--- src/rtl/sahc_pkg.sv ---
`timescale 1ns / 1ps
// Shared types and constants for the stepper axis homing controller.
// Depends on nothing; every other file of the block imports it.
package sahc_pkg;

    // Angles are in hundredths of a degree.
    localparam logic [15:0] FULL_TURN    = 16'd36000;
    localparam logic [15:0] HALF_TURN    = 16'd18000;
    localparam logic [2:0]  DELAY_RELOAD = 3'd4;
    localparam logic [2:0]  SPEED_MIN    = 3'd1;
    localparam logic [2:0]  SPEED_MAX    = 3'd4;

    // Configuration register defaults.
    localparam logic [13:0] STEP_SIZE_RST      = 14'd180;
    localparam logic [10:0] HYSTERESIS_RST     = 11'd50;
    localparam logic [15:0] HOME_MAX_TRAVEL_RST = 16'd9000;
    localparam logic [2:0]  FULL_SPEED_RST     = 3'd4;
    localparam logic [2:0]  SLOW_SPEED_RST     = 3'd1;

    typedef enum logic [2:0] {
        OP_TICK       = 3'd0,
        OP_SET_TARGET = 3'd1,
        OP_SET_SPEED  = 3'd2,
        OP_SET_MODE   = 3'd3,
        OP_HOME       = 3'd4
    } op_t;

    typedef enum logic [2:0] {
        ST_INIT  = 3'd0,
        ST_HOME1 = 3'd1,
        ST_HOME2 = 3'd2,
        ST_HOME3 = 3'd3,
        ST_HOME4 = 3'd4,
        ST_READY = 3'd5,
        ST_ERROR = 3'd6
    } status_t;

    typedef enum logic [1:0] {
        MODE_STOP = 2'd0,
        MODE_CW   = 2'd1,
        MODE_CCW  = 2'd2,
        MODE_TO   = 2'd3
    } mode_t;

    typedef enum logic [2:0] {
        CFG_STEP_SIZE       = 3'd0,
        CFG_HYSTERESIS      = 3'd1,
        CFG_HOME_MAX_TRAVEL = 3'd2,
        CFG_SWITCH_PRESENT  = 3'd3,
        CFG_INVERT_HOME     = 3'd4,
        CFG_FULL_SPEED      = 3'd5,
        CFG_SLOW_SPEED      = 3'd6
    } cfg_index_t;

    // Input word: a tick or a command.
    typedef struct packed {
        op_t         op;
        logic [15:0] value;
        logic        home_sensor;
    } in_word_t;

    // Result word: the axis state after the item.
    typedef struct packed {
        logic        step_level;
        logic        dir_level;
        logic [15:0] position;
        logic [15:0] target;
        status_t     status;
        mode_t       mode;
    } out_word_t;

endpackage

--- src/rtl/stepper_axis_homing_controller_core.sv ---
`timescale 1ns / 1ps
// Top level of the stepper axis homing controller: input register, axis
// state update and result register. Depends on sahc_pkg.

// One word in, one word out. A word accepted on the input is held in an
// input register. Once the output register is free or being read, the axis
// state (position, target, homing stage, mode, speed, delay counter, step and
// direction lines) is updated in a single pass, and the result word is loaded
// into the output register at the same edge. A result is offered from the
// output register until it is taken. The state is updated for one word at a
// time, so a new word can be accepted in every cycle while results are taken.
// Configuration registers are written through the cfg channel, which is
// always ready; write them only while no word is in flight.
module stepper_axis_homing_controller_core (
    input  logic                  clk,
    input  logic                  rst_n,
    input  logic                  in_valid,
    output logic                  in_ready,
    input  sahc_pkg::in_word_t    in_data,
    output logic                  out_valid,
    input  logic                  out_ready,
    output sahc_pkg::out_word_t   out_data,
    input  logic                  cfg_valid,
    output logic                  cfg_ready,
    input  sahc_pkg::cfg_index_t  cfg_index,
    input  logic [15:0]           cfg_data
);
    import sahc_pkg::*;

    // Configuration registers.
    logic [13:0] step_size_reg;
    logic [10:0] hysteresis_reg;
    logic [15:0] home_max_travel_reg;
    logic        switch_present_reg;
    logic        invert_home_reg;
    logic [2:0]  full_speed_reg;
    logic [2:0]  slow_speed_reg;

    // Axis state.
    logic [15:0] position_reg, position_next;
    logic [15:0] target_reg, target_next;
    status_t     status_reg, status_next;
    mode_t       mode_reg, mode_next;
    logic [2:0]  speed_reg, speed_next;
    logic [2:0]  delay_reg, delay_next;
    logic        dir_reg, dir_next;
    logic        phase_reg, phase_next;

    // Pipeline.
    logic        s1_valid_reg;
    in_word_t    s1_word_reg;
    logic        out_valid_reg;
    out_word_t   out_word_reg, out_word_next;
    logic        advance;

    // Datapath helpers.
    logic               home_seen;
    logic signed [16:0] diff_raw;
    logic signed [16:0] diff_wrap;
    logic [15:0]        diff_mag;
    logic [16:0]        travel_sum;
    logic [16:0]        pos_up;
    logic [16:0]        pos_down;
    logic [15:0]        step_base;
    logic               move_ok;

    // Handshakes.
    assign advance   = s1_valid_reg && (!out_valid_reg || out_ready);
    assign in_ready  = !s1_valid_reg || !out_valid_reg || out_ready;
    assign out_valid = out_valid_reg;
    assign out_data  = out_word_reg;
    assign cfg_ready = 1'b1;

    // Configuration writes; indexes beyond the list are ignored.
    always_ff @(posedge clk or negedge rst_n)
    begin
        if (!rst_n)
        begin
            step_size_reg       <= STEP_SIZE_RST;
            hysteresis_reg      <= HYSTERESIS_RST;
            home_max_travel_reg <= HOME_MAX_TRAVEL_RST;
            switch_present_reg  <= 1'b1;
            invert_home_reg     <= 1'b0;
            full_speed_reg      <= FULL_SPEED_RST;
            slow_speed_reg      <= SLOW_SPEED_RST;
        end
        else if (cfg_valid)
        begin
            unique case (cfg_index)
                CFG_STEP_SIZE:       step_size_reg       <= cfg_data[13:0];
                CFG_HYSTERESIS:      hysteresis_reg      <= cfg_data[10:0];
                CFG_HOME_MAX_TRAVEL: home_max_travel_reg <= cfg_data;
                CFG_SWITCH_PRESENT:  switch_present_reg  <= cfg_data[0];
                CFG_INVERT_HOME:     invert_home_reg     <= cfg_data[0];
                CFG_FULL_SPEED:      full_speed_reg      <= cfg_data[2:0];
                CFG_SLOW_SPEED:      slow_speed_reg      <= cfg_data[2:0];
                default:             ;
            endcase
        end
    end

    // Shortest wrapped distance to the target, taken from the state before
    // the word is applied, and the homing timeout sum.
    always_comb
    begin
        home_seen  = !switch_present_reg || (s1_word_reg.home_sensor ^ invert_home_reg);
        diff_raw   = $signed({1'b0, target_reg}) - $signed({1'b0, position_reg});
        if (diff_raw > $signed({1'b0, HALF_TURN}))
        begin
            diff_wrap = diff_raw - $signed({1'b0, FULL_TURN});
        end
        else if (diff_raw < -$signed({1'b0, HALF_TURN}))
        begin
            diff_wrap = diff_raw + $signed({1'b0, FULL_TURN});
        end
        else
        begin
            diff_wrap = diff_raw;
        end
        diff_mag   = diff_wrap[16] ? 16'(-diff_wrap) : diff_wrap[15:0];
        travel_sum = {1'b0, position_reg} + {1'b0, home_max_travel_reg};
    end

    // Next axis state for the word in the input register.
    always_comb
    begin
        position_next = position_reg;
        target_next   = target_reg;
        status_next   = status_reg;
        mode_next     = mode_reg;
        speed_next    = speed_reg;
        delay_next    = delay_reg;
        dir_next      = dir_reg;
        phase_next    = phase_reg;
        move_ok       = 1'b0;
        step_base     = position_reg;
        pos_up        = '0;
        pos_down      = '0;

        unique case (s1_word_reg.op)
            OP_TICK:
            begin
                if (status_reg != ST_ERROR)
                begin
                    // Homing sequence.
                    unique case (status_reg)
                        ST_HOME1:
                        begin
                            if (home_seen)
                            begin
                                status_next = ST_HOME2;
                                speed_next  = slow_speed_reg;
                            end
                            else if (travel_sum < {1'b0, FULL_TURN} && position_reg != '0)
                            begin
                                status_next = ST_ERROR;
                                mode_next   = MODE_STOP;
                            end
                        end
                        ST_HOME2:
                        begin
                            if (home_seen)
                            begin
                                status_next   = ST_HOME3;
                                position_next = '0;
                            end
                            else
                            begin
                                status_next = ST_HOME1;
                            end
                        end
                        ST_HOME3:
                        begin
                            if (!home_seen)
                            begin
                                target_next   = (FULL_TURN - position_reg) >> 1;
                                position_next = '0;
                                mode_next     = MODE_TO;
                                status_next   = ST_HOME4;
                            end
                        end
                        ST_HOME4:
                        begin
                            if (diff_mag < {5'b0, hysteresis_reg})
                            begin
                                mode_next     = MODE_STOP;
                                status_next   = ST_READY;
                                speed_next    = full_speed_reg;
                                position_next = '0;
                                target_next   = '0;
                            end
                        end
                        default: ;
                    endcase

                    // Direction from the mode as it now stands.
                    unique case (mode_next)
                        MODE_CW:
                        begin
                            dir_next = 1'b1;
                            move_ok  = 1'b1;
                        end
                        MODE_CCW:
                        begin
                            dir_next = 1'b0;
                            move_ok  = 1'b1;
                        end
                        MODE_TO:
                        begin
                            move_ok  = diff_mag > {5'b0, hysteresis_reg};
                            dir_next = !diff_wrap[16] && (diff_wrap != '0);
                        end
                        default: ;
                    endcase

                    // Step line under the delay counter; position moves on the
                    // falling edge of the step line.
                    step_base = position_next;
                    pos_up    = {1'b0, step_base} + {3'b0, step_size_reg};
                    pos_down  = {1'b0, step_base} - {3'b0, step_size_reg};
                    if (move_ok)
                    begin
                        if (delay_reg <= speed_next)
                        begin
                            delay_next = DELAY_RELOAD;
                            phase_next = !phase_reg;
                            if (phase_reg)
                            begin
                                if (dir_next)
                                begin
                                    position_next = (pos_up > {1'b0, FULL_TURN})
                                        ? 16'(pos_up - {1'b0, FULL_TURN}) : pos_up[15:0];
                                end
                                else
                                begin
                                    position_next = pos_down[16]
                                        ? 16'(pos_down + {1'b0, FULL_TURN}) : pos_down[15:0];
                                end
                            end
                        end
                        else
                        begin
                            delay_next = delay_reg - 3'd1;
                        end
                    end
                end
            end
            OP_SET_TARGET:
            begin
                target_next = (s1_word_reg.value > FULL_TURN) ? FULL_TURN : s1_word_reg.value;
            end
            OP_SET_SPEED:
            begin
                if (s1_word_reg.value == '0)
                begin
                    speed_next = SPEED_MIN;
                end
                else if (s1_word_reg.value > 16'(SPEED_MAX))
                begin
                    speed_next = SPEED_MAX;
                end
                else
                begin
                    speed_next = s1_word_reg.value[2:0];
                end
            end
            OP_SET_MODE:
            begin
                mode_next = (s1_word_reg.value > 16'(MODE_TO)) ? MODE_TO
                                                               : mode_t'(s1_word_reg.value[1:0]);
            end
            OP_HOME:
            begin
                if (home_seen)
                begin
                    status_next   = ST_READY;
                    position_next = '0;
                end
                else
                begin
                    mode_next   = MODE_CCW;
                    status_next = ST_HOME1;
                end
            end
            default: ;
        endcase
    end

    // Result word from the updated state.
    always_comb
    begin
        out_word_next.step_level = phase_next;
        out_word_next.dir_level  = dir_next;
        out_word_next.position   = position_next;
        out_word_next.target     = target_next;
        out_word_next.status     = status_next;
        out_word_next.mode       = mode_next;
    end

    // Input register.
    always_ff @(posedge clk or negedge rst_n)
    begin
        if (!rst_n)
        begin
            s1_valid_reg <= 1'b0;
        end
        else if (in_valid && in_ready)
        begin
            s1_valid_reg <= 1'b1;
        end
        else if (advance)
        begin
            s1_valid_reg <= 1'b0;
        end
    end

    always_ff @(posedge clk)
    begin
        if (in_valid && in_ready)
        begin
            s1_word_reg <= in_data;
        end
    end

    // Axis state and output valid.
    always_ff @(posedge clk or negedge rst_n)
    begin
        if (!rst_n)
        begin
            position_reg  <= '0;
            target_reg    <= '0;
            status_reg    <= ST_INIT;
            mode_reg      <= MODE_STOP;
            speed_reg     <= FULL_SPEED_RST;
            delay_reg     <= FULL_SPEED_RST;
            dir_reg       <= 1'b0;
            phase_reg     <= 1'b0;
            out_valid_reg <= 1'b0;
        end
        else
        begin
            if (advance)
            begin
                position_reg  <= position_next;
                target_reg    <= target_next;
                status_reg    <= status_next;
                mode_reg      <= mode_next;
                speed_reg     <= speed_next;
                delay_reg     <= delay_next;
                dir_reg       <= dir_next;
                phase_reg     <= phase_next;
                out_valid_reg <= 1'b1;
            end
            else if (out_ready)
            begin
                out_valid_reg <= 1'b0;
            end
        end
    end

    // Output register.
    always_ff @(posedge clk)
    begin
        if (advance)
        begin
            out_word_reg <= out_word_next;
        end
    end

    // Checks on the design's own invariants.
    a_position_range: assert property (@(posedge clk) disable iff (!rst_n)
        position_reg <= FULL_TURN)
        else $error("axis position beyond a full turn");

    a_target_range: assert property (@(posedge clk) disable iff (!rst_n)
        target_reg <= FULL_TURN)
        else $error("target beyond a full turn");

    a_delay_range: assert property (@(posedge clk) disable iff (!rst_n)
        delay_reg <= DELAY_RELOAD)
        else $error("delay counter above its reload value");

    a_result_loaded: assert property (@(posedge clk) disable iff (!rst_n)
        advance |=> out_valid_reg)
        else $error("processed word did not reach the output register");

endmodule

--- config.mk ---
export PLATFORM = sky130hd
export DESIGN_NAME = stepper_axis_homing_controller_core
export DESIGN_NICKNAME = d
export VERILOG_FILES = /design/src/rtl/sahc_pkg.sv /design/src/rtl/stepper_axis_homing_controller_core.sv
export SDC_FILE = /design/constraint.sdc
export NUM_CORES = 1
export LEC_CHECK = 0
export BUFFER_PORTS_ARGS = -buffer_cell sky130_fd_sc_hd__buf_2
export CAP_MARGIN = 20
export CORE_ASPECT_RATIO = 1.2
export CORE_MARGIN = 8
export CORE_UTILIZATION = 60
export CTS_CLUSTER_DIAMETER = 120
export DETAILED_ROUTE_END_ITERATION = 8
export PLACE_DENSITY_LB_ADDON = 0.3
export SLEW_MARGIN = 15
export SYNTH_ARGS = -nofsm -noshare
export SYNTH_HDL_FRONTEND = slang
export SYNTH_SLANG_ARGS = --single-unit
--- constraint.sdc ---
create_clock -name clk -period 29.1 [get_ports clk]
set_input_delay 2.91 -clock clk [delete_from_list [all_inputs] [get_ports clk]]
set_output_delay 2.91 -clock clk [all_outputs]
set_load 0.01 [all_outputs]
==> results.sh <==
export IMPL_tightest_slew_ns=1.05
export IMPL_post_cts_buffers=0
export IMPL_cp_start_kind="register"
export IMPL_antenna_left=0
export IMPL_drt_wl_total_mm=37.7
export IMPL_min_path_type="register to register"
export IMPL_gp_congestion=0.954
export IMPL_fin_cells=1726
export IMPL_syn_inst=1390
export IMPL_num_antenna_cells=0
export IMPL_wl_per_cell_um=21.9
export IMPL_largest_reg_flops=39
export IMPL_grt_pass1_wl_mm=59.0
export IMPL_placed_cells=1692
export IMPL_finalSetupViolCount=0
export IMPL_vias_per_cell=6.55
export IMPL_ys_ff_latch=155
export IMPL_layout_commonest_cell="nand2_1"
export IMPL_arrival_ns=11.73
export IMPL_ctsResizeCount=0
export IMPL_synth_edf_count=59
export IMPL_fin_nets=1577
export IMPL_cts_hold_buf=0
export IMPL_drive_above_1_share_pct=16.1
export IMPL_rrSetupSlack_ns=17.56
export IMPL_yosys_top_cells_area="dfrtp_1, edfxtp_1, ha_1"
export IMPL_tns_ns=0
export IMPL_fmax_mhz=86.7
export IMPL_ctsLongestPathBuffers=2
export IMPL_grt_max_degree=79
export IMPL_cts_tree="yes"
export IMPL_relSlewSlack_pct=29.9
export IMPL_die_y_um=174
export IMPL_yosys_warnings=0
export IMPL_min_period_over_period_pct=39.7
export IMPL_syn_area_sq_um=12400
export IMPL_slowest_stage="and3_1"
export IMPL_die_width_um=147
export IMPL_syn_nets=1519
export IMPL_worstHoldStart="delay_reg[0]$_DFFE_PN0P_"
export IMPL_cp_common_cell="ha_1"
export IMPL_rr_endpoint="out_data[32]$_DFFE_PP_"
export IMPL_io_buffer_count=84
export IMPL_drtIter0Drc=1000
export IMPL_cts_buffers_inserted=17
export IMPL_worst_path_buf_inv=3
export IMPL_clockRootBuffer="clkbuf_16"
export IMPL_drt_pre_antenna_iters=6
export IMPL_drc=0
export IMPL_area_growth_pct=9.84
export IMPL_cpLargestDelayFamily="compound AO/OA/AOI/OAI gates"
export IMPL_start_util_pct=61.3
export IMPL_crit_fanout=19
export IMPL_reg2reg_from="position_reg[4]$_DFFE_PN0P_"
export IMPL_r2r_cells=39
export IMPL_fin_area_sq_um=13600
export IMPL_row_count=57
export IMPL_critPathMaxStageDelay_ns=0.70
export IMPL_min_path_cells=1
export IMPL_ys_seq_area_share_pct=33.8
export IMPL_period_needed_ns=11.54
export IMPL_grt_use_total_pct=29.0
export IMPL_yosys_area_top_type="dfrtp_1"
export IMPL_drv_slew=0
export IMPL_end_kind="register"
export IMPL_overflow=0
export IMPL_synth_top_area_share_pct=15.9
export IMPL_final_cell_mix="nand2_1, nor2_1, o21ai_0"
export IMPL_ys_types=104
export IMPL_insertion_delay_ns=0.44
export IMPL_clk_pin_slew_worst_paths_ns=0.08
export IMPL_postPlaceCellArea_sq_um=13000
export IMPL_synthArstFlopShare_pct=61.9
export IMPL_max_cap_viol_count=0
export IMPL_finClkSkew_ns=0.0110
export IMPL_grt_pass1_vias=10800
export IMPL_coreArea_sq_um=20300
export IMPL_criticalPathCategory="register to register"
export IMPL_h_tree_depth=4
export IMPL_holdPathEnd="delay_reg[0]$_DFFE_PN0P_"
export IMPL_finalHoldViolCount=0
export IMPL_outcome="completed"
export IMPL_dieArea_sq_um=25600
export IMPL_antenna_found_initial=0
export IMPL_cts_sinks=155
export IMPL_final_util_pct=67.3
export IMPL_dp_hpwl_mm=29.2
export IMPL_syn_avg_cell_area_sq_um=8.93
export IMPL_io_pins=86
export IMPL_cp_required_ns=29.29
export IMPL_rsz0062_at_grt="false"
export IMPL_synth_main_ff_cell="dfrtp_1"
export IMPL_dr_total_vias=11300
==> metrics by stage <==
step	setup slack, ns	hold WS (ns)
after floorplan	19.32	0.457
after global placement	18.06	0.474
after detailed placement	17.82	0.484
after CTS	17.76	0.498
after global routing	16.77	0.528
final	17.56	0.494
==> area by class of cell <==
type | count | area [sq um]
clock buffers | 17 | 425
inverters | 81 | 304
fillers | 1705 | 6620
clock inverters | 15 | 178
well taps | 265 | 332
flip-flops and latches | 155 | 4200
multi-input cells | 1101 | 7700
repair buffers | 92 | 503
==> Yosys cell counts, types with 6 or more instances <==
cell type and number:
xor2_1 14, a21oi_1 77, ha_1 82, xnor2_1 63, and2_1 12, a221oi_1 6
o211ai_1 9, a31oi_1 16, o21ai_0 85, nand2_1 156, nand4_1 9, nor2b_1 13
edfxtp_1 59, a211o_1 9, a221o_1 6, nor3b_1 9, clkbuf_1 29, o22ai_1 9
nor3_1 46, mux2i_1 14, a21o_1 34, nor2_1 87, or3_1 16, mux2_2 34
nand3_1 43, a22oi_1 10, dfstp_2 17, or2_2 10, o21bai_1 9, buf_2 17
and3_1 11, a22o_1 16, nand2b_1 19, a211oi_1 17, inv_1 79, o31ai_1 13
o21a_1 11, dfrtp_1 79, o221ai_1 8
==> worst max-delay path by stage <==
stage / from / to / slack (ns) / cells after the start
final: position_reg[4]$_DFFE_PN0P_ / out_data[32]$_DFFE_PP_ / 17.56 / 39
after global routing: position_reg[4]$_DFFE_PN0P_ / out_data[32]$_DFFE_PP_ / 16.77 / 40
after detailed placement: position_reg[4]$_DFFE_PN0P_ / out_data[32]$_DFFE_PP_ / 17.82 / 43
after CTS: position_reg[4]$_DFFE_PN0P_ / out_data[32]$_DFFE_PP_ / 17.76 / 43
after global placement: position_reg[4]$_DFFE_PN0P_ / out_data[32]$_DFFE_PP_ / 18.06 / 40
after floorplan: target_reg[0]$_DFFE_PN0P_ / out_data[32]$_DFFE_PP_ / 19.32 / 42
==> logic make-up (layout without fill, tap and decap cells) <==
logic type / after synthesis / in the layout / synth area share (%)
simple gates: 463 / 463 / 18.3
compound gates: 426 / 426 / 24.8
flops: 155 / 155 / 33.8
other cells: 1 / 1 / 0.0302
fa+ha+maj: 85 / 85 / 8.75
xor+xnor: 78 / 78 / 5.65
mux: 48 / 48 / 4.21
buf+inv: 134 / 205 / 4.47
==> layer usage <==
layer	global-route usage, %	routed length (um)	vias up
met4	15.9	2010	0
met2	48.5	18500	521
li1	-	-	5278
met1	34.8	14400	5378
met3	4.94	2740	133
met5	0	0	-
Power is not shown: default switching activity piles up to over one toggle a cycle in this logic, so the estimate is an artifact.
